### src/hw/rtl/pdc_pkg.sv
// Shared constants and types for the Porter-Duff pixel compositor.
package pdc_pkg;

  localparam int CHANNELS       = 4;
  localparam int COEF_BITS      = 16;
  localparam int MODE_BITS      = 3;
  localparam int CFG_INDEX_BITS = 3;
  localparam int STAGES         = 3;

  // Channel order inside one pixel beat
  localparam int CH_RED   = 0;
  localparam int CH_GREEN = 1;
  localparam int CH_BLUE  = 2;
  localparam int CH_ALPHA = 3;

  // Operator codes
  localparam logic [MODE_BITS-1:0] MODE_OVER    = 3'd0;
  localparam logic [MODE_BITS-1:0] MODE_IN      = 3'd1;
  localparam logic [MODE_BITS-1:0] MODE_OUT     = 3'd2;
  localparam logic [MODE_BITS-1:0] MODE_ATOP    = 3'd3;
  localparam logic [MODE_BITS-1:0] MODE_XOR     = 3'd4;
  localparam logic [MODE_BITS-1:0] MODE_LIGHTER = 3'd5;
  localparam logic [MODE_BITS-1:0] MODE_ARITH   = 3'd6;

  // Register indexes
  localparam logic [CFG_INDEX_BITS-1:0] REG_MODE    = 3'd0;
  localparam logic [CFG_INDEX_BITS-1:0] REG_PRODUCT = 3'd1;
  localparam logic [CFG_INDEX_BITS-1:0] REG_SOURCE  = 3'd2;
  localparam logic [CFG_INDEX_BITS-1:0] REG_DEST    = 3'd3;
  localparam logic [CFG_INDEX_BITS-1:0] REG_OFFSET  = 3'd4;

  typedef struct packed {
    logic        [MODE_BITS-1:0] mode;
    logic signed [COEF_BITS-1:0] coef_product;
    logic signed [COEF_BITS-1:0] coef_source;
    logic signed [COEF_BITS-1:0] coef_dest;
    logic signed [COEF_BITS-1:0] coef_offset;
  } cfg_t;

  typedef struct packed {
    logic [STAGES-1:0] load;
  } stage_ctl_t;

endpackage

### src/hw/rtl/pdc_cfg_if.sv
// Configuration write channel: register index and data per beat.
interface pdc_cfg_if ();
  import pdc_pkg::*;
  logic                      valid;
  logic                      ready;
  logic [CFG_INDEX_BITS-1:0] index;
  logic [COEF_BITS-1:0]      data;

  modport source (output valid, index, data, input ready);
  modport sink (input valid, index, data, output ready);
endinterface

### src/hw/rtl/pdc_cfg_regs.sv
// Configuration register file: operator mode and arithmetic coefficients.
module pdc_cfg_regs (
  input  logic          clk,
  input  logic          rst,
  pdc_cfg_if.sink       cfg,
  output pdc_pkg::cfg_t regs
);
  import pdc_pkg::*;

  assign cfg.ready = 1'b1;

  always_ff @(posedge clk) begin
    if (rst) begin
      regs.mode         <= MODE_OVER;
      regs.coef_product <= '0;
      regs.coef_source  <= '0;
      regs.coef_dest    <= '0;
      regs.coef_offset  <= '0;
    end else if (cfg.valid && cfg.ready) begin
      case (cfg.index)
        REG_MODE:    regs.mode         <= cfg.data[MODE_BITS-1:0];
        REG_PRODUCT: regs.coef_product <= $signed(cfg.data);
        REG_SOURCE:  regs.coef_source  <= $signed(cfg.data);
        REG_DEST:    regs.coef_dest    <= $signed(cfg.data);
        REG_OFFSET:  regs.coef_offset  <= $signed(cfg.data);
        default: ;
      endcase
    end
  end

endmodule

### src/flat_wrapper.sv
// flat-port wrapper written by rule: the top's interface ports become plain ports
module pdc_cfg_regs_flat import pdc_pkg::*;
  (clk, rst, regs, cfg_valid, cfg_index, cfg_data, cfg_ready);
  pdc_cfg_if cfg_i ();
  input  logic clk;
  input  logic rst;
  output pdc_pkg::cfg_t regs;
  input wire logic [$bits(cfg_i.valid)-1:0] cfg_valid;
  input wire logic [$bits(cfg_i.index)-1:0] cfg_index;
  input wire logic [$bits(cfg_i.data)-1:0] cfg_data;
  output wire logic [$bits(cfg_i.ready)-1:0] cfg_ready;
  assign cfg_i.valid = cfg_valid;
  assign cfg_i.index = cfg_index;
  assign cfg_i.data = cfg_data;
  assign cfg_ready = cfg_i.ready;
  pdc_cfg_regs u_core (.clk(clk), .rst(rst), .cfg(cfg_i), .regs(regs));
endmodule
### config.mk
export PLATFORM = sky130hd
export DESIGN_NAME = pdc_cfg_regs_flat
export DESIGN_NICKNAME = d
export VERILOG_FILES = /design/src/hw/rtl/pdc_pkg.sv /design/src/hw/rtl/pdc_cfg_if.sv /design/src/hw/rtl/pdc_cfg_regs.sv /design/src/flat_wrapper.sv
export SDC_FILE = /design/constraint.sdc
export NUM_CORES = 1
export LEC_CHECK = 0
export BUFFER_PORTS_ARGS = -buffer_cell sky130_fd_sc_hd__buf_2
export CAP_MARGIN = 20
export CORE_MARGIN = 4
export CORE_UTILIZATION = 53
export CTS_CLUSTER_DIAMETER = 50
export DETAILED_ROUTE_END_ITERATION = 7
export GPL_TIMING_DRIVEN = 0
export PLACE_DENSITY = 0.83
export SLEW_MARGIN = 0
export SYNTH_ARGS = -nofsm -noshare
export SYNTH_HDL_FRONTEND = slang
export SYNTH_SLANG_ARGS = --single-unit
export TNS_END_PERCENT = 1
### constraint.sdc
create_clock -name clk -period 2.9 [get_ports clk]
set_input_delay 0.435 -clock clk [delete_from_list [all_inputs] [get_ports clk]]
set_output_delay 0.435 -clock clk [all_outputs]
set_load 0.005 [all_outputs]
# Word-level counts from Yosys, hierarchy flattened
# Index checks and enable logic that the tools add are counted.
dict set report totals {
  ff_bits 67
  inputBits 22
  output_inout_bits 68
  wordCells 15
}
dict set report classes {
  eq_ne 4
  reduce_logical 6
}
# operator n
set ops {}
lappend ops {{$reduce_and 2->1} 5}
lappend ops {{$eq 3x2->1 const B} 2}
lappend ops {{$eq 3x1->1 const B} 1}
lappend ops {{$eq 3x3->1 const B} 1}
lappend ops {{$logic_not 3->1} 1}

# Logic depth before layout (Yosys ltp)
dict set report depth {
  ltp_word 2
  depth_mapped 4
  mapped_depth_nobuf 2
}

# Least setup slack after synthesis
# Ideal clock, no wire load.
dict set report synth_timing {
  path_kind {input port to flip-flop}
  startpoint {in cfg_index[2]}
  endpoint {reg, netlist name u_core.regs[64]}
  arrival_time_ns 1.186
  t_required_ns 2.778
  path_slack_ns 1.592
  path_stages 3
  n_path_buf 1
  cell_sequence {or4b_1 buf_2 mux2i_1}
}
dict set report synth_between {
  elab_chain_len 2
}
# element line
set synth_rtl {}
lappend synth_rtl {{from (decl)} flat_wrapper.sv:9} ;# input wire logic [$bits(cfg_i.index)-1:0] cfg_index;
lappend synth_rtl {{$logic_not 3->1} pdc_cfg_regs.sv:20} ;# case (cfg.index)
lappend synth_rtl {{$reduce_and 2->1 (no line)} -}
# No other way between the ends.
# A chain may end at the register's enable or synchronous reset.

# Final worst setup path
dict set report layout_timing {
  startpoint {reg, netlist name u_core.regs[34]}
  endpoint {out regs[34] (netlist name)}
}
# element line
set layout_lines {}
lappend layout_lines {{to (decl)} flat_wrapper.sv:7} ;# output pdc_pkg::cfg_t regs;
# No word-level cell between the ends.

==> metrics.cfg <==
[run_status]
outcome = complete, no violations

[synthesis]
ys_seq_elements = 67
synthAdderAreaFrac = 0
synth_top_family_by_area = multiplexers
synthXorXnorAreaFrac = 0
ys_top_cells_by_area = dfxtp_1 (50%), mux2i_1 (25%), nand2b_1 (19%), buf_2 (1.3%), clkbuf_1 (1.3%)
yosys.area_share.simple = 0.2193
syn_area_um2 = 2699
synth_edf_count = 0
syn_avg_cell_area_um2 = 11.06
async_reset_ff_frac = 0
synth_mux_area_frac = 0.2485
synth_top_area_cell = dfxtp_1
synth_commonest_cells = nand2b_1 (83), dfxtp_1 (67), mux2i_1 (67), clkbuf_1 (9), buf_2 (7)
netlist.area_leader.share = 0.4970
yosysSeqAreaShare = 0.4970
synth_compound_area_frac = 0
yosys_warnings = 0
syn_inst = 244
synth_nets = 266
yosysMostFrequentCell = nand2b_1
synth_flop_cell = dfxtp_1
ys_types = 12

[sta]
hold-worst-slack_ns = 0.4303
rsz0062_at_grt = no
period_needed_ns = 1.237
drv_slew = 0
fmax_mhz = 808.3
fin_skew_ns = 0
setup_viol = 0
tns_ns = 0
hold_viol = 0
min_period_over_period = 0.4266
worst_slack_ns = 1.663

[global_routing]
antenna_found_initial = 0
grt_max_degree = 11
gr-total-overflow = 0
grt_pass1_wl_mm = 10.01
track_usage = 0.2122
grt_pass1_vias = 2031

[placement]
io_buffers = 87
pre_cts_ws_ns = 1.311
dp_hpwl_mm = 4.576
place_congestion = 0.7918

[floorplanning]
start_util = 0.5603
fp.dieW_um = 79.36
core_area_um2 = 4817
die_h_um = 79.36
io_pins = 90
rows = 25
die-area_um2 = 6298

[final_layout]
regMostFlops = u_core.regs
fin_nets = 364
largest_reg_flops = 67
nFillCells = 391
syn_to_final_growth_pct = 24.76
drive_gt1_frac = 0.3110
reg.largest.list = u_core.regs x67
antennaDiodeCount = 0

[clock_network]
cts_made_buffers = 9
cts_setup_buffers = 0
clock-sinks = 67
clk_latency_ns = 0.33
clk_pin_slew_ns = 0.06
cts_max_level = 3
holdBufCountCts = 0
root_buffer = clkbuf_8
cts_resized = 0
cts_max_path_buffers = 2
cts_tree = done

[worst_setup_path]
critPathSlowestCell = dfxtp_1
startpoint_type = flip-flop
cp_num_buf_inv = 1
crit_path_start = u_core.regs[34]
end_kind = primary output
crit_path_cell_trace = buf_2
r2r-start = u_core.regs[7]
path_max_fanout = 2
crit_required_ns = 2.47
cp_top_family = flip-flops
criticalPathCategory = flip-flop to primary output
crit_arrival_ns = 0.80
critPathMaxStageDelay_ns = 0.35

[route]
post-route-drc-count = 0
wirelength_mm = 6.191
drt_iter0_drc = 75
drt_pass1_iterations = 4
avgRoutedWirePerCell_um = 15.06
vias = 2031
vias_per_cell = 4.942
antenna_left = 0

[hold_path]
hp-start = cfg_data[6]
hold_class = input port to flip-flop

[pwr]
powerDensity_nw_per_um2 = 508.6
p_leak_nw = 1.781
ir_drop_mv = 0.5377

[job]
maxCapViolations = 0

## through the flow
step	util	power, mW	area, um2	std cells
after global placement	0.6681	1.107	3218	398
after floorplan	-	1.051	2699	244
after detailed placement	0.6681	1.110	3218	398
final	0.6990	1.712	3367	411
after CTS	0.6990	1.732	3367	411
after global routing	0.6990	1.785	3367	411
## report_power, final
group	switching (mW)	total [mW]	internal (mW)
combinational	0.0681	0.137	0.0690
sequential	0.0104	0.951	0.941
clock	0.304	0.624	0.320
## path summary, 6_finish.rpt
path | end | slack [ns] | cells past startpoint
max reg2reg | u_core.regs[7] | 2.28 | 2
min | u_core.regs[38] | 0.43 | 3
max | regs[34] | 1.66 | 1
min reg2reg | u_core.regs[26] | 0.47 | 2
## routing by layer
metal | vias to the layer above | GRT usage | routed length (um)
li1 | 1000 | - | -
met1 | 955 | 0.2381 | 2553
met2 | 64 | 0.3763 | 3138
met3 | 12 | 0.04195 | 370
met4 | 0 | 0.1134 | 129
met5 | - | 0 | 0
## logic make-up after synthesis
kind of cell	count (synthesis)
DFF	67
muxes	67
other	1
and+or+nand+nor	90
buffers and inverters	19
## cell usage in the layout (no fill, tap or decap), types with 3 or more instances in the layout
cell type / n
buf_2: 94
buf_4: 3
clkbuf_1: 12
clkbuf_8: 10
dfxtp_1: 67
mux2i_1: 67
nand2b_1: 83
nand4bb_1: 3
## cell type report
cell class              count  area, um2  area share
plain buffers              19      91.34     0.02713
multi-input cells         158       1266      0.3761
well taps                  67      83.83     0.02490
clock buffers              13      148.9     0.04422
repair buffers             87      435.4      0.1293
flip-flops and latches     67       1341      0.3984
No activity file was read; power rests on OpenSTA's default activity.
