<file path="config.mk">
export PLATFORM = sky130hd
export DESIGN_NAME = pdc_merge_flat
export DESIGN_NICKNAME = d
export VERILOG_FILES = /design/src/hw/rtl/pdc_pkg.sv /design/src/hw/rtl/pdc_result_if.sv /design/src/hw/rtl/pdc_merge.sv /design/src/flat_wrapper.sv
export SDC_FILE = /design/constraint.sdc
export NUM_CORES = 1
export LEC_CHECK = 0
export BUFFER_PORTS_ARGS = -buffer_cell sky130_fd_sc_hd__buf_2
export CAP_MARGIN = 20
export CORE_MARGIN = 2
export CORE_UTILIZATION = 33
export DETAILED_ROUTE_END_ITERATION = 8
export GPL_TIMING_DRIVEN = 1
export HOLD_SLACK_MARGIN = 0.05
export PLACE_DENSITY = 0.7
export SLEW_MARGIN = 20
export SYNTH_ARGS = -nofsm -noshare
export SYNTH_HDL_FRONTEND = slang
export SYNTH_SLANG_ARGS = --single-unit
</file>
<file path="constraint.sdc">
create_clock -name clk -period 6.5 [get_ports clk]
set_clock_uncertainty 0.2 [all_clocks]
set_input_delay 0.325 -clock clk [delete_from_list [all_inputs] [get_ports clk]]
set_output_delay 0.325 -clock clk [all_outputs]
set_load 0.02 [all_outputs]
</file>
<file path="src/hw/rtl/pdc_pkg.sv">
// Shared constants and types for the Porter-Duff pixel compositor.
package pdc_pkg;

  localparam int CHANNELS       = 4;
  localparam int COEF_BITS      = 16;
  localparam int MODE_BITS      = 3;
  localparam int CFG_INDEX_BITS = 3;
  localparam int STAGES         = 3;

  // Channel order inside one pixel beat
  localparam int CH_RED   = 0;
  localparam int CH_GREEN = 1;
  localparam int CH_BLUE  = 2;
  localparam int CH_ALPHA = 3;

  // Operator codes
  localparam logic [MODE_BITS-1:0] MODE_OVER    = 3'd0;
  localparam logic [MODE_BITS-1:0] MODE_IN      = 3'd1;
  localparam logic [MODE_BITS-1:0] MODE_OUT     = 3'd2;
  localparam logic [MODE_BITS-1:0] MODE_ATOP    = 3'd3;
  localparam logic [MODE_BITS-1:0] MODE_XOR     = 3'd4;
  localparam logic [MODE_BITS-1:0] MODE_LIGHTER = 3'd5;
  localparam logic [MODE_BITS-1:0] MODE_ARITH   = 3'd6;

  // Register indexes
  localparam logic [CFG_INDEX_BITS-1:0] REG_MODE    = 3'd0;
  localparam logic [CFG_INDEX_BITS-1:0] REG_PRODUCT = 3'd1;
  localparam logic [CFG_INDEX_BITS-1:0] REG_SOURCE  = 3'd2;
  localparam logic [CFG_INDEX_BITS-1:0] REG_DEST    = 3'd3;
  localparam logic [CFG_INDEX_BITS-1:0] REG_OFFSET  = 3'd4;

  typedef struct packed {
    logic        [MODE_BITS-1:0] mode;
    logic signed [COEF_BITS-1:0] coef_product;
    logic signed [COEF_BITS-1:0] coef_source;
    logic signed [COEF_BITS-1:0] coef_dest;
    logic signed [COEF_BITS-1:0] coef_offset;
  } cfg_t;

  typedef struct packed {
    logic [STAGES-1:0] load;
  } stage_ctl_t;

endpackage

</file>
<file path="src/hw/rtl/pdc_result_if.sv">
// Output channel: one composited RGBA pixel per beat.
interface pdc_result_if #(parameter int CHANNEL_BITS = 8) ();
  logic                    valid;
  logic                    ready;
  logic [CHANNEL_BITS-1:0] out_red;
  logic [CHANNEL_BITS-1:0] out_green;
  logic [CHANNEL_BITS-1:0] out_blue;
  logic [CHANNEL_BITS-1:0] out_alpha;

  modport source (
    output valid, out_red, out_green, out_blue, out_alpha,
    input  ready
  );
  modport sink (
    input  valid, out_red, out_green, out_blue, out_alpha,
    output ready
  );
endinterface

</file>
<file path="src/hw/rtl/pdc_merge.sv">
// Merge stage: stage valid chain, output register packing the four lanes.
module pdc_merge #(
  parameter int CHANNEL_BITS = 8
) (
  input  logic                      clk,
  input  logic                      rst,
  input  logic                      in_valid,
  output logic                      in_ready,
  output pdc_pkg::stage_ctl_t       ctl,
  input  logic [CHANNEL_BITS-1:0]   lane_q [pdc_pkg::CHANNELS],
  pdc_result_if.source              result
);
  import pdc_pkg::*;

  logic [STAGES-1:0]       stage_valid;
  logic [STAGES-1:0]       load;
  logic                    out_valid;
  logic                    out_load;
  logic [CHANNEL_BITS-1:0] out_q [CHANNELS];

  // each stage moves when it is empty or the one after it moves
  always_comb begin
    out_load = !out_valid || result.ready;
    load[STAGES-1] = !stage_valid[STAGES-1] || out_load;
    for (int i = STAGES - 2; i >= 0; i--) begin
      load[i] = !stage_valid[i] || load[i+1];
    end
    ctl.load = load;
    in_ready = load[0];
  end

  always_ff @(posedge clk) begin
    if (rst) begin
      stage_valid <= '0;
      out_valid   <= 1'b0;
    end else begin
      if (load[0]) stage_valid[0] <= in_valid;
      for (int i = 1; i < STAGES; i++) begin
        if (load[i]) stage_valid[i] <= stage_valid[i-1];
      end
      if (out_load) out_valid <= stage_valid[STAGES-1];
    end
  end

  always_ff @(posedge clk) begin
    if (out_load && stage_valid[STAGES-1]) begin
      out_q <= lane_q;
    end
  end

  assign result.valid     = out_valid;
  assign result.out_red   = out_q[CH_RED];
  assign result.out_green = out_q[CH_GREEN];
  assign result.out_blue  = out_q[CH_BLUE];
  assign result.out_alpha = out_q[CH_ALPHA];

endmodule

</file>
<file path="src/flat_wrapper.sv">
// flat-port wrapper written by rule: the top's interface ports become plain ports
module pdc_merge_flat import pdc_pkg::*;
#(
  parameter int CHANNEL_BITS = 8
)
  (clk, rst, in_valid, in_ready, ctl, lane_q, result_valid, result_out_red, result_out_green, result_out_blue, result_out_alpha, result_ready);
  pdc_result_if #(.CHANNEL_BITS(CHANNEL_BITS)) result_i ();
  input  logic clk;
  input  logic rst;
  input  logic in_valid;
  output logic in_ready;
  output pdc_pkg::stage_ctl_t ctl;
  input  logic [CHANNEL_BITS-1:0] lane_q[pdc_pkg::CHANNELS];
  output wire logic [$bits(result_i.valid)-1:0] result_valid;
  output wire logic [$bits(result_i.out_red)-1:0] result_out_red;
  output wire logic [$bits(result_i.out_green)-1:0] result_out_green;
  output wire logic [$bits(result_i.out_blue)-1:0] result_out_blue;
  output wire logic [$bits(result_i.out_alpha)-1:0] result_out_alpha;
  input wire logic [$bits(result_i.ready)-1:0] result_ready;
  assign result_valid = result_i.valid;
  assign result_out_red = result_i.out_red;
  assign result_out_green = result_i.out_green;
  assign result_out_blue = result_i.out_blue;
  assign result_out_alpha = result_i.out_alpha;
  assign result_i.ready = result_ready;
  pdc_merge #(.CHANNEL_BITS(CHANNEL_BITS)) u_core (.clk(clk), .rst(rst), .in_valid(in_valid), .in_ready(in_ready), .ctl(ctl), .lane_q(lane_q), .result(result_i));
endmodule
</file>
Word-level counts from Yosys, hierarchy flattened
Cells that the tools add are included.
{ "word_totals": {"out_inout_bits": 37, "ff_bits": 36, "elab_cells": 17, "in_bits": 36} }
{ "classes": {"n_reduce_logical": 9} }
{ "ops": {"columns": ["operator", "n"], "rows": [
  ["zero test 1 bit", 4],
  ["logical OR 1 bit", 4],
  ["logical AND 1 bit", 1]
]} }

Longest topological paths before layout
{ "depth": {"ltp_word": 5, "ltp_mapped": 3, "ltp_nobuf": 2} }

Least setup slack after synthesis
Ideal clock, no wire load.
{ "synth_timing": {"path_kind": "reg-to-reg", "from": "reg u_core.out_valid (netlist: u_core.result.valid)", "to": "reg u_core.out_q, in the netlist u_core.result.out_alpha[0] (enable)", "path_stages_with_launch": 3, "arrival_time_ns": 2.023, "synth_period_minus_slack_ns": 2.648, "setup_slack_ns": 3.852, "required_time_ns": 5.875, "setup_time_ns": 0.425, "n_path_buf": 0, "cell_sequence": "dfxtp_1 nor2b_1 nor2b_1"} }
{ "synth_between": {"elab_chain_len": 3} }
{ "synth_lines": {"columns": ["element", "line_no", "rtl"], "rows": [
  ["from (decl)", "pdc_merge.sv:17", "logic out_valid;"],
  ["from (signal assigned)", "pdc_merge.sv:41", "if (out_load) out_valid <= stage_valid[STAGES-1];"],
  ["zero test 1 bit", "pdc_merge.sv:23", "out_load = !out_valid || result.ready;"],
  ["logical OR 1 bit", "pdc_merge.sv:23", null],
  ["logical AND 1 bit", "pdc_merge.sv:46", "if (out_load && stage_valid[STAGES-1]) begin"],
  ["to (signal assigned)", "pdc_merge.sv:47", "out_q <= lane_q;"],
  ["to (decl)", "pdc_merge.sv:19", "logic [CHANNEL_BITS-1:0] out_q [CHANNELS];"]
]} }
Every way passes these cells.
A chain may end at the register's enable or synchronous reset.

Worst setup path after layout
{ "layout_timing": {"from": "reg u_core.stage_valid[2]", "to": "out in_ready"} }
{ "layout_between": {"elab_chain_len": 4} }
{ "layout_lines": {"columns": ["element", "line_no", "rtl"], "rows": [
  ["from (decl)", "pdc_merge.sv:15", "logic [STAGES-1:0] stage_valid;"],
  ["from (signal, indexed assignment)", "pdc_merge.sv:39", "if (load[i]) stage_valid[i] <= stage_valid[i-1];"],
  ["zero test 1 bit", "pdc_merge.sv:24", "load[STAGES-1] = !stage_valid[STAGES-1] || out_load;"],
  ["logical OR 1 bit", "pdc_merge.sv:24", null],
  ["logical OR 1 bit (2 in series)", "pdc_merge.sv:26", "load[i] = !stage_valid[i] || load[i+1];"],
  ["to (decl)", "flat_wrapper.sv:11", "output logic in_ready;"]
]} }
Every way passes these cells.

==> run_results.csv <==
group,metric,value,unit
yosys,synth_seq_cells,36,
place,place_area,1570,µm²
die,core_area,3340,µm²
detailed_routing,avgViaCountPerCell,4.06,
sta,drv_slew,0,
detailed_routing,post-route-drc-count,0,
detailed_routing,first_pass_iters,4,
layout,nets,199,
place,place.gp.congestion,0.663,
clock_network,tritoncts,"built",
clock_network,cts-root-buf,"clkbuf_4",
detailed_routing,wire_per_inst,12.6,µm
hold_path,worstHoldPathCells,3,
worst_setup_path,crit_chain,"nand4b_4 -> or2_1 -> buf_2",
global_route,grt_pass1_vias,799,
worst_setup_path,reg2regPathDepth,3,
worst_setup_path,crit_type,"flip-flop to output port",
sta,fin_crit_sh,27.8,%
global_route,antenna_found_initial,0,
clock_network,clock_sinks,36,
yosys,synth.most_common_cell,"edfxtp_1",
layout,final_area,2000,µm²
clock_network,postCtsSetupBuffers,0,
sta,final-hold-violation-count,0,
detailed_routing,vias,853,
sta,setup_viol,0,
layout,drive_gt1_share,51.2,%
clock_network,clk_path_buf_depth,2,
detailed_routing,drt-initial-drc-count,13,
yosys,syn_area,1140,µm²
power,ir_drop,0.123,mV
worst_setup_path,critical_path_depth,3,
yosys,yosysTopAreaCellShare,83.9,%
sta,rsz0062_at_grt,"no",
detailed_routing,wl_met1,1070,µm
clock_network,cts.reportedPaths.clkPinSlew,0.09,ns
detailed_routing,routed_wl,2650,µm
layout,diodes,0,
sta,finalSetupTns,0,ns
yosys,ys_warn_count,0,
die,start_util,34.3,%
sta,fin_crit,1.81,ns
detailed_routing,wl_met2,1260,µm
global_route,overflow,0,
detailed_routing,ant_nets,0,
sta,fmaxAchievable,0.554,GHz
global_route,grt_max_degree,33,
run_status,status,"finished, final reports clean",
worst_setup_path,critPathLaunchType,"flip-flop",
worst_setup_path,end_kind,"output port",
yosys,synth_edf_count,32,
sta,slew-limit-headroom,74.5,%
detailed_routing,met3_length,258,µm
clock_network,numCtsBuffers,5,
place,hpwl,1640,µm
yosys,post-synth-top-area-cell,"edfxtp_1",
detailed_routing,top_layer_used,"met4",
sta,tightest_slew,0.382,ns
layout,area_delta_synth_final,74.3,%
power,powerDensity,225,nW/µm²
run,max_cap_violations,0,
yosys,synth_ff_type,"edfxtp_1",
worst_setup_path,cp_slowest_cell,"dfxtp_1",
global_route,grt_use_total,14.1,%
yosys,synth_cell_types,12,
clock_network,clk_latency,0.33,ns
yosys,synth_commonest_cells,"32 x edfxtp_1, 4 x dfxtp_1, 2 x a21oi_1, 2 x inv_1, 2 x nor2b_1",
global_route,grt_pass1_wl,3980,µm
yosys,synthCells,49,
place,portBuffers,72,
yosys,synth.area.top_cells,"edfxtp_1 84%, dfxtp_1 7.0%, nand4b_4 2.1%",
worst_setup_path,required,5.97,ns
hold_path,hold_path_class,"input pin to flip-flop",
layout,multi_input_area,91.3,µm²
worst_setup_path,critPathBufInv,1,
worst_setup_path,critPathMaxFanout,4,
layout,fill_cells,264,
yosys,ys_seq_area_share,90.9,%
die,die_x,62.9,µm
die,die_h,62.9,µm
power,leakagePower,0.000859,µW
die,die_area,3960,µm²
yosys,async_reset_ff_share,0,%
worst_setup_path,arrival,1.28,ns
yosys,avgSynthCellArea,23.4,µm²
clock_network,htreeDepth,2,
worst_setup_path,cp_slowest_stage_delay,0.42,ns
yosys,syn_nets,85,
die,rows,21,
worst_setup_path,cp_top_family,"flip-flops",
layout,register_area,1040,µm²
die,ios,73,
[final timing paths]
path                           end  slack [ns]                   from
min          u_core.stage_valid[2]        0.14           result_ready
min reg2reg  u_core.stage_valid[2]        0.31  u_core.stage_valid[1]
max                       in_ready        4.69  u_core.stage_valid[2]
max reg2reg  u_core.stage_valid[0]        4.95  u_core.stage_valid[2]
[cell type report]
type / count / share of cell area (%)
clock buffers: 5 / 1.88
clock inverters: 3 / 2.13
inverters: 2 / 0.376
multi-input cells: 10 / 4.58
flip-flops and latches: 36 / 52.2
well taps: 46 / 2.88
repair buffers: 108 / 36.0
[sequential cells by signal, summed over array words and instances, names as in the netlist]
register / count
u_core.result.valid: 1
u_core.result.out_red: 8
u_core.result.out_green: 8
u_core.stage_valid: 3
u_core.result.out_alpha: 8
u_core.result.out_blue: 8
[stage by stage]
| stage | hold slack [ns] | setup WS [ns] | instances | util (%) | total power [µW] |
|---|---|---|---|---|---|
| after global placement | 0.267 | 4.98 | 167 | 46.9 | 286 |
| after floorplan | 0.194 | 3.85 | 49 | - | 272 |
| after global routing | 0.133 | 4.61 | 210 | 59.8 | 468 |
| final | 0.140 | 4.69 | 210 | 59.8 | 448 |
| after CTS | 0.128 | 4.67 | 210 | 59.8 | 455 |
| after detailed placement | 0.294 | 4.96 | 167 | 46.9 | 287 |
[worst reg2reg max path, cell delays in order, from the launching register on]
cell,delay (ns)
dfxtp_1,0.42
nand4b_4,0.14
o31ai_2,0.18
dlygate4sd3_1,0.57
[layout by cell type, fill, tap and decap left out, drive strengths merged]
master,Yosys,routed
inv,2,2
clkinvlp,0,1
clkbuf,0,5
o31ai,1,1
nand4b,1,1
nand3b,1,1
a21oi,2,2
dlygate4sd3,0,35
bufinv,0,1
nand2b,1,1
clkinv,0,1
o21ba,1,1
buf,1,73
nor2b,2,2
dfxtp,4,4
or2,1,1
edfxtp,32,32
[cell families after synthesis]
logic type	after synthesis	synth area share (%)
AO/OA/AOI/OAI	4	2.84
buffers and inverters	3	1.31
flip-flops	36	90.9
AND/OR/NAND/NOR	6	4.92
[per-layer routing]
layer	vias up	track usage [%]
met5	-	0
met4	0	6.67
met3	5	8.47
met2	53	22.5
met1	381	14.6
li1	414	-
[repair_timing]
item / CTS / global route
hold buffers: 35 / 0
resized for setup: 0 / 0
hold endpoints to repair: 35 / 0
[report_power, final]
part	internal [µW]	switching (µW)	total, µW	leakage [µW]
Sequential	257	1.65	258	0.000323
Clock	80.2	69.9	150	0.0000412
Combinational	24.8	15.3	40.0	0.000494
Total	362	86.8	448	0.000859
No activity file was read; power rests on OpenSTA's default activity.
