## src/hw/rtl/pdc_pkg.sv

```systemverilog
// Shared constants and types for the Porter-Duff pixel compositor.
package pdc_pkg;

  localparam int CHANNELS       = 4;
  localparam int COEF_BITS      = 16;
  localparam int MODE_BITS      = 3;
  localparam int CFG_INDEX_BITS = 3;
  localparam int STAGES         = 3;

  // Channel order inside one pixel beat
  localparam int CH_RED   = 0;
  localparam int CH_GREEN = 1;
  localparam int CH_BLUE  = 2;
  localparam int CH_ALPHA = 3;

  // Operator codes
  localparam logic [MODE_BITS-1:0] MODE_OVER    = 3'd0;
  localparam logic [MODE_BITS-1:0] MODE_IN      = 3'd1;
  localparam logic [MODE_BITS-1:0] MODE_OUT     = 3'd2;
  localparam logic [MODE_BITS-1:0] MODE_ATOP    = 3'd3;
  localparam logic [MODE_BITS-1:0] MODE_XOR     = 3'd4;
  localparam logic [MODE_BITS-1:0] MODE_LIGHTER = 3'd5;
  localparam logic [MODE_BITS-1:0] MODE_ARITH   = 3'd6;

  // Register indexes
  localparam logic [CFG_INDEX_BITS-1:0] REG_MODE    = 3'd0;
  localparam logic [CFG_INDEX_BITS-1:0] REG_PRODUCT = 3'd1;
  localparam logic [CFG_INDEX_BITS-1:0] REG_SOURCE  = 3'd2;
  localparam logic [CFG_INDEX_BITS-1:0] REG_DEST    = 3'd3;
  localparam logic [CFG_INDEX_BITS-1:0] REG_OFFSET  = 3'd4;

  typedef struct packed {
    logic        [MODE_BITS-1:0] mode;
    logic signed [COEF_BITS-1:0] coef_product;
    logic signed [COEF_BITS-1:0] coef_source;
    logic signed [COEF_BITS-1:0] coef_dest;
    logic signed [COEF_BITS-1:0] coef_offset;
  } cfg_t;

  typedef struct packed {
    logic [STAGES-1:0] load;
  } stage_ctl_t;

endpackage

```

## src/hw/rtl/pdc_lane.sv

```systemverilog
// One channel lane: three-stage multiply / sum / round datapath plus clamp.
module pdc_lane #(
  parameter int CHANNEL_BITS   = 8,
  parameter int COEF_FRAC_BITS = 8
) (
  input  logic                    clk,
  input  pdc_pkg::cfg_t           cfg,
  input  pdc_pkg::stage_ctl_t     ctl,
  input  logic [CHANNEL_BITS-1:0] s,
  input  logic [CHANNEL_BITS-1:0] d,
  input  logic [CHANNEL_BITS-1:0] sa,
  input  logic [CHANNEL_BITS-1:0] da,
  output logic [CHANNEL_BITS-1:0] q
);
  import pdc_pkg::*;

  localparam int N  = CHANNEL_BITS;
  localparam int F  = COEF_FRAC_BITS;
  localparam int PW = COEF_BITS + N + 1;      // coef times channel
  localparam int TW = PW + N + 1;             // coef times channel times channel
  localparam int W  = 2 * N + COEF_BITS + 4;  // full arithmetic numerator

  localparam logic [N-1:0]        CH_MAX   = '1;
  localparam logic signed [W-1:0] CH_MAX_W = $signed({{(W-N){1'b0}}, CH_MAX});
  localparam logic signed [W-1:0] ROUND_PD = CH_MAX_W >>> 1;
  localparam logic signed [W-1:0] ROUND_AR = CH_MAX_W <<< (F - 1);
  localparam logic signed [W-1:0] LIMIT    = CH_MAX_W <<< N;

  // stage 1
  logic [N-1:0]           rsa, rda, fa, fb;
  logic [2*N-1:0]         prod_a, prod_b;
  logic signed [PW-1:0]   k1s, k2s, k3d;
  logic [N-1:0]           d1;
  // stage 2
  logic signed [W-1:0]    lin_w, k4w, lin_off_next;
  logic signed [TW-1:0]   t1;
  logic [2*N:0]           pd_sum;
  logic signed [W-1:0]    lin_off;
  // stage 3
  logic signed [W-1:0]    num_ar, y_ar, y_pd, y_next, y;
  // output
  logic [2*N-1:0]         yy;
  logic [2*N:0]           qt;

  always_comb begin
    rsa = CH_MAX - sa;
    rda = CH_MAX - da;
    case (cfg.mode)
      MODE_IN:      begin fa = da;     fb = '0;     end
      MODE_OUT:     begin fa = rda;    fb = '0;     end
      MODE_ATOP:    begin fa = da;     fb = rsa;    end
      MODE_XOR:     begin fa = rda;    fb = rsa;    end
      MODE_LIGHTER: begin fa = CH_MAX; fb = CH_MAX; end
      MODE_OVER:    begin fa = CH_MAX; fb = rsa;    end
      default:      begin fa = CH_MAX; fb = rsa;    end
    endcase
  end

  always_ff @(posedge clk) begin
    if (ctl.load[0]) begin
      prod_a <= s * fa;
      prod_b <= d * fb;
      k1s    <= $signed(cfg.coef_product) * $signed({1'b0, s});
      k2s    <= $signed(cfg.coef_source) * $signed({1'b0, s});
      k3d    <= $signed(cfg.coef_dest) * $signed({1'b0, d});
      d1     <= d;
    end
  end

  // (k2*s + k3*d)*M + k4*M*M, times M done as shift and subtract
  always_comb begin
    lin_w        = W'(k2s) + W'(k3d);
    k4w          = W'(cfg.coef_offset);
    lin_off_next = (lin_w <<< N) - lin_w
                 + (k4w <<< (2 * N)) - (k4w <<< (N + 1)) + k4w;
  end

  always_ff @(posedge clk) begin
    if (ctl.load[1]) begin
      t1      <= k1s * $signed({1'b0, d1});
      pd_sum  <= {1'b0, prod_a} + {1'b0, prod_b};
      lin_off <= lin_off_next;
    end
  end

  // y = round-half-up numerator already divided by the power-of-two part
  always_comb begin
    num_ar = W'(t1) + lin_off;
    y_ar   = (num_ar + ROUND_AR) >>> F;
    y_pd   = $signed({{(W-2*N-1){1'b0}}, pd_sum}) + ROUND_PD;
    y_next = (cfg.mode == MODE_ARITH) ? y_ar : y_pd;
  end

  always_ff @(posedge clk) begin
    if (ctl.load[2]) begin
      y <= y_next;
    end
  end

  // floor(y / M) with M = 2^N - 1, exact for y < M * 2^N
  always_comb begin
    yy = y[2*N-1:0];
    qt = {1'b0, yy} + {{(N+1){1'b0}}, yy[2*N-1:N]} + (2*N+1)'(1);
    if (y[W-1]) begin
      q = '0;
    end else if (y >= LIMIT) begin
      q = CH_MAX;
    end else begin
      q = qt[2*N-1:N];
    end
  end

endmodule

```

## config.mk

```make
export PLATFORM = sky130hd
export DESIGN_NAME = pdc_lane
export DESIGN_NICKNAME = d
export VERILOG_FILES = /design/src/hw/rtl/pdc_pkg.sv /design/src/hw/rtl/pdc_lane.sv
export SDC_FILE = /design/constraint.sdc
export NUM_CORES = 2
export LEC_CHECK = 0
export BUFFER_PORTS_ARGS = -buffer_cell sky130_fd_sc_hd__buf_2
export CAP_MARGIN = 25
export CORE_MARGIN = 1
export CORE_UTILIZATION = 30
export CTS_BUF_LIST = sky130_fd_sc_hd__clkbuf_4
export DETAILED_ROUTE_END_ITERATION = 16
export PLACE_DENSITY = 0.46
export SLEW_MARGIN = 20
export SYNTH_ARGS = -nofsm -noshare
export SYNTH_HDL_FRONTEND = slang
export SYNTH_SLANG_ARGS = --single-unit
```

## constraint.sdc

```tcl
create_clock -name clk -period 14.15 [get_ports clk]
set_input_delay 2.1225 -clock clk [delete_from_list [all_inputs] [get_ports clk]]
set_output_delay 2.1225 -clock clk [all_outputs]
set_load 0.1 [all_outputs]
```

* Word-level counts from Yosys, hierarchy flattened
Cells that the tools add are included.
Operators by class: add/subtract/negate cells 13, multiply operators 6, order comparisons 1, eq/ne operators 6, mux-type cells 5, reductions and logical operators 3
Operator list (number):
- $mul 16x9->25 | 3
- $add 34x36->36 | 1
- $add 35x32->36 | 1
- $add 36x16->36 | 1
- $add 36x16->36 const B | 1
- $ge 36x17->1 const B | 1
- $mux 36 | 1
- $sub 36x25->36 | 1
- $sub 34x26->35 | 1
- $mul 25x9->34 | 1
- $mul 8x8->16 | 2
- $pmux 8 s2 | 2
- $add 25x25->26 | 1
- $add 17x7->18 const B | 1
- $add 16x16->17 | 1
- $add 16x1->16 const B | 1
- $add 16x8->16 | 1
- $mux 8 | 2
- $sub 8x8->8 const A | 2
- $eq 3x3->1 const B | 3
- $eq 3x2->1 const B | 2
- $reduce_or 2->1 | 3
- $eq 3x1->1 const B | 1
Word-level totals: register bits after elaboration 238, input bits 103, output and inout port bits 8, logic and storage cells 44

* Depth between registers and ports, before layout
depth after elaboration 5, gate-level depth with buffers 26, mapped depth without buffers 26

* Worst setup path before layout
Ideal clock, no wire load.
path kind input port to flip-flop, from in cfg[64] in the netlist's numbering, to reg prod_a[15] (data pin), setup time 266 ps, arrival 6866 ps, data required time 13884 ps, path slack 7018 ps, stages 19, path buffers 1, cell sequence clkbuf_1 nor3b_1 a21oi_1 and2_1 fa_1 fa_1 inv_1 fa_1 fa_1 inv_1 ha_1 o21ai_0 a21boi_0 o21ai_0 a21boi_0 o21ai_0 a21oi_1 o41ai_1 xnor2_1
Between the ends: word-level cells in the longest chain between the ends 4, elaborated cells on any way between the ends 8, those cells by class 1 x mul; 4 x eq/ne; 1 x mux; 2 x reduce/logical
RTL lines:
- from (decl) | RTL line pdc_lane.sv:7 | input pdc_pkg::cfg_t cfg,
- $eq 3x2->1 (tied with other cells) | RTL line pdc_lane.sv:48 | case (cfg.mode)
- $reduce_or 2->1 (no source line)
- $pmux 8 s2 * | RTL line pdc_lane.sv:48
- $mul 8x8->16 * | RTL line pdc_lane.sv:61 | prod_a <= s * fa;
- to (signal assigned) | RTL line pdc_lane.sv:61
- to (decl) | RTL line pdc_lane.sv:31 | logic [2*N-1:0] prod_a, prod_b;
Every way passes the cells marked *; elsewhere a longest branch is shown, timed or not. A chain may end at the register's enable or synchronous reset.

* Final worst setup path
from reg k2s[0], to reg lin_off[32] (data pin)
Between the ends: word-level cells in the longest chain between the ends 5
RTL lines:
- from (decl) | RTL line pdc_lane.sv:32 | logic signed [PW-1:0] k1s, k2s, k3d;
- from (signal assigned) | RTL line pdc_lane.sv:64 | k2s <= $signed(cfg.coef_source) * $signed({1'b0, s});
- $add 25x25->26 | RTL line pdc_lane.sv:72 | lin_w = W'(k2s) + W'(k3d);
- $sub 34x26->35 | RTL line pdc_lane.sv:74 | lin_off_next = (lin_w <<< N) - lin_w
- $add 35x32->36 | RTL line pdc_lane.sv:75 | + (k4w <<< (2 * N)) - (k4w <<< (N + 1)) + k4w;
- $sub 36x25->36 | RTL line pdc_lane.sv:75
- $add 36x16->36 | RTL line pdc_lane.sv:75
- net lin_off_next[32] | RTL line pdc_lane.sv:35 | logic signed [W-1:0] lin_w, k4w, lin_off_next;
- to (signal assigned) | RTL line pdc_lane.sv:82 | lin_off <= lin_off_next;
- to (decl) | RTL line pdc_lane.sv:38 | logic signed [W-1:0] lin_off;
The timed path passes the listed nets, and every way through them passes these cells.

==> metrics.log <==
[metrics] worst clock skew on the final layout: 0.115 ns
[metrics] path type of the worst min-delay path: reg -> reg
[metrics] portion of the post-synthesis area used by sequential elements: 17.2%
[metrics] wire length on met2: 45.0 mm
[metrics] setup repair after global routing missed its margin: false
[metrics] insertion delay to the later sink of the worst-skew pair: 0.82 ns
[metrics] Rows: roughly 130
[metrics] design area: 0.0435 sq mm
[metrics] number of enable-type register cells in the synthesized netlist: 230
[metrics] Pre-antenna DRT Iters: 5
[metrics] Arrival @ worst endpoint: roughly 7.8 ns
[metrics] top-level port count: 111
[metrics] worst-path fanout max: 6
[metrics] Starting Density: a little under a third
[metrics] filler cell count in the final layout: 13,842
[metrics] pre-CTS setup slack: just over 6 ns
[metrics] Synthesis Warnings: 0
[metrics] mean post-synth cell area: about 9.4 sq um
[metrics] final critical delay including setup and external delays: approximately 7.3 ns
[metrics] max-cap check violation count: 0
[metrics] Post-CTS Repair Setup Buffers: 0
[metrics] leading cell type in the layout, fill and taps excluded: sky130_fd_sc_hd__inv_1
[metrics] kind of start point of the critical path: register
[metrics] global route total overflow: 0
[metrics] Routed met1 length: between 50 and 60 mm
[metrics] Routed wire per std cell: 16.1 um
[metrics] outcome: complete, no violations
[metrics] number of buffers between clock root and the deepest sink: 3
[metrics] placeable core area: around 0.13 sq mm
[metrics] total standard cell area after synthesis: 0.0400 sq mm
[metrics] final net count: 5,535
[metrics] Inserted Clock Buffers: about 70
[metrics] total of cells resized after clock tree synthesis: 0
[metrics] met3 routed WL: 3.08 mm
[metrics] area overhead of the layout relative to synthesis: 8.54%
[metrics] buffer type at the clock tree root: sky130_fd_sc_hd__clkbuf_4
[metrics] floorplan die height: 367 um
[metrics] initial antenna violation count: 14
[metrics] Fin Setup TNS: 0 ns
[metrics] min setup slack post-route: 6.86 ns
[metrics] total number of clock tree sinks: 230
[metrics] Post-route DRC: 0
[metrics] number of distinct library cells after synthesis: 65
[metrics] highest-count cells in the layout ignoring fill and taps: sky130_fd_sc_hd__inv_1, sky130_fd_sc_hd__fa_1, sky130_fd_sc_hd__ha_1
[metrics] headroom to the max-slew limit: 29.3%
[metrics] maximum clock rate: 0.137 GHz
[metrics] count of H-tree levels built during CTS: 3
[metrics] number of global-route vias before repair: approximately 30,000
[metrics] wire length of the first global-routing pass: 163 mm
[metrics] overall die area: 0.135 sq mm
[metrics] Critical Path End Type: register
[metrics] pin count of the biggest net entering global routing: 72
[metrics] GRT Resource Usage Total: 15.2%
[metrics] number of input and output port buffers inserted: 110
[metrics] Async S/R FF share, synth: 0%
[metrics] type of the worst setup path: reg -> reg
[metrics] Hold Violations, Final: 0
[metrics] Vias/cell: around 4.5
[metrics] first-iteration detailed-routing DRC count: between 1,000 and 1,500
[metrics] DR vias: 27,803
[metrics] number of setup violations in the final report: 0
[metrics] total length of routed wires: 99.5 mm
[metrics] worst slew pin tran: about 1.0 ns
[metrics] Post-Synthesis Net Count: ~5,400
[metrics] hold-fix buffer count after cts: 0
[metrics] final worst path period share: between 50% and 60%
[metrics] required time of the worst setup path: 14.61 ns
[metrics] layout cell share with drive strength beyond 1: 5.63%
[metrics] Worst-path clk slew: 0.06 ns
[metrics] Die Wd: 367 um
[metrics] primary flip-flop cell chosen by synthesis mapping: sky130_fd_sc_hd__edfxtp_1
[metrics] HPWL Detailed: 83.6 mm
[metrics] number of register bits inferred by synthesis: 230
[metrics] post-placement cell area: 0.0426 sq mm
[metrics] highest metal layer used by the detailed router: met5
[metrics] remaining antenna violation count: 0
[metrics] Slew Viols, Final: 0
[metrics] final estimated routing congestion in global placement: 0.826
[metrics] number of instances in the synthesized netlist: 4,250
[metrics] TritonCTS clock tree: built
flip-flops by register name (all words and copies together) (netlist names):
signal	cells
t1	34
y	28
lin_off	36
prod_a	16
d1	8
k2s	25
k3d	25
k1s	25
pd_sum	17
prod_b	16
cells in the mapped netlist (6+ instances only):
| master | number | share of area [%] |
|---|---|---|
| sky130_fd_sc_hd__a211o_1 | 8 | 0.17 |
| sky130_fd_sc_hd__o21bai_1 | 20 | 0.37 |
| sky130_fd_sc_hd__nand3_1 | 46 | 0.57 |
| sky130_fd_sc_hd__a31oi_1 | 17 | 0.27 |
| sky130_fd_sc_hd__and2_1 | 432 | 6.7 |
| sky130_fd_sc_hd__edfxtp_1 | 230 | 17 |
| sky130_fd_sc_hd__mux2i_1 | 11 | 0.27 |
| sky130_fd_sc_hd__clkbuf_1 | 85 | 0.80 |
| sky130_fd_sc_hd__nand4_1 | 19 | 0.30 |
| sky130_fd_sc_hd__and3_1 | 19 | 0.30 |
| sky130_fd_sc_hd__nand3b_1 | 7 | 0.13 |
| sky130_fd_sc_hd__a21boi_0 | 11 | 0.21 |
| sky130_fd_sc_hd__a211oi_1 | 8 | 0.15 |
| sky130_fd_sc_hd__a21oi_1 | 188 | 2.3 |
| sky130_fd_sc_hd__o21ai_0 | 91 | 1.1 |
| sky130_fd_sc_hd__ha_1 | 472 | 15 |
| sky130_fd_sc_hd__nand2_1 | 394 | 3.7 |
| sky130_fd_sc_hd__xor2_1 | 72 | 1.6 |
| sky130_fd_sc_hd__a21o_1 | 89 | 1.7 |
| sky130_fd_sc_hd__nor4_1 | 6 | 0.094 |
| sky130_fd_sc_hd__nand2b_1 | 21 | 0.33 |
| sky130_fd_sc_hd__xnor2_1 | 152 | 3.3 |
| sky130_fd_sc_hd__inv_1 | 918 | 8.6 |
| sky130_fd_sc_hd__or3_1 | 14 | 0.22 |
| sky130_fd_sc_hd__o211ai_1 | 13 | 0.24 |
| sky130_fd_sc_hd__o21a_1 | 34 | 0.64 |
| sky130_fd_sc_hd__or2_2 | 10 | 0.16 |
| sky130_fd_sc_hd__fa_1 | 601 | 30 |
| sky130_fd_sc_hd__o41ai_1 | 6 | 0.13 |
| sky130_fd_sc_hd__nor2_1 | 135 | 1.3 |
| sky130_fd_sc_hd__nor2b_1 | 26 | 0.41 |
| sky130_fd_sc_hd__nor3_1 | 34 | 0.42 |
final timing paths:
kind,start,end,slack (ns),cells after the start
hold / removal,prod_b[15],pd_sum[16],0.67,3
setup reg to reg,k2s[0],lin_off[32],6.86,26
hold reg to reg,prod_b[15],pd_sum[16],0.67,3
setup / recovery,k2s[0],lin_off[32],6.86,26
layout make-up:
cell class | count | area (sq um) | area share [%]
diodes | 4 | 10.0 | 0.0230
repair buffers | 121 | 638 | 1.47
well taps | 1755 | 2200 | 5.05
clock buffers | 94 | 706 | 1.62
clock inverters | 27 | 194 | 0.446
inverters | 918 | 3450 | 7.93
multi-input cells | 3016 | 29400 | 67.6
flip-flops and latches | 230 | 6910 | 15.9
per-stage QoR:
step / hold WS (ns) / util (%) / std cells
2_1_floorplan: 0.513 / - / 4250
3_3_place_gp: 0.669 / 32.2 / 6040
3_5_place_dp: 0.686 / 32.2 / 6040
4_1_cts: 0.656 / 32.9 / 6161
5_1_grt: 0.706 / 32.9 / 6164
6_report: 0.674 / 32.9 / 6165
per-layer routing:
layer	vias to the layer above	GRT usage, %
li1	13666	-
met1	13677	21.8
met2	343	24.6
met3	101	2.09
met4	16	2.44
met5	-	0
logic make-up (layout without fill, tap and decap cells):
kind of cell	after synthesis	count (layout)	synth area share, %
multiplexers	11	11	0.275
buffers and inverters	1004	1160	9.41
AND/OR/NAND/NOR	1178	1178	15.0
XOR/XNOR	224	224	4.90
AO/OA/AOI/OAI	530	530	8.43
other	0	4	0
adder cells (fa/ha/maj)	1073	1073	44.8
flip-flops	230	230	17.2
critical path, cell delays in order, from the launching register on:
cell                        delay, ns
sky130_fd_sc_hd__edfxtp_1        0.38
sky130_fd_sc_hd__ha_1            0.24
sky130_fd_sc_hd__fa_1            0.40
sky130_fd_sc_hd__a21oi_1         0.17
sky130_fd_sc_hd__o21bai_1        0.13
sky130_fd_sc_hd__a2111oi_2       0.55
sky130_fd_sc_hd__o21ai_0         0.25
sky130_fd_sc_hd__o211ai_1        0.31
sky130_fd_sc_hd__nand2_1         0.16
sky130_fd_sc_hd__o21a_1          0.19
sky130_fd_sc_hd__or2_2           0.30
sky130_fd_sc_hd__xor2_1          0.18
sky130_fd_sc_hd__fa_1            0.50
sky130_fd_sc_hd__inv_1           0.05
sky130_fd_sc_hd__fa_1            0.50
sky130_fd_sc_hd__inv_1           0.06
sky130_fd_sc_hd__fa_1            0.53
sky130_fd_sc_hd__inv_1           0.04
sky130_fd_sc_hd__ha_1            0.38
sky130_fd_sc_hd__a21o_1          0.14
sky130_fd_sc_hd__a21oi_1         0.09
sky130_fd_sc_hd__and2_1          0.16
sky130_fd_sc_hd__a211oi_1        0.58
sky130_fd_sc_hd__o211ai_1        0.26
sky130_fd_sc_hd__nor2_1          0.18
sky130_fd_sc_hd__o41ai_1         0.10
sky130_fd_sc_hd__xnor2_1         0.14
Power is not shown: default switching activity piles up to over one toggle a cycle in this logic, so the estimate is an artifact.
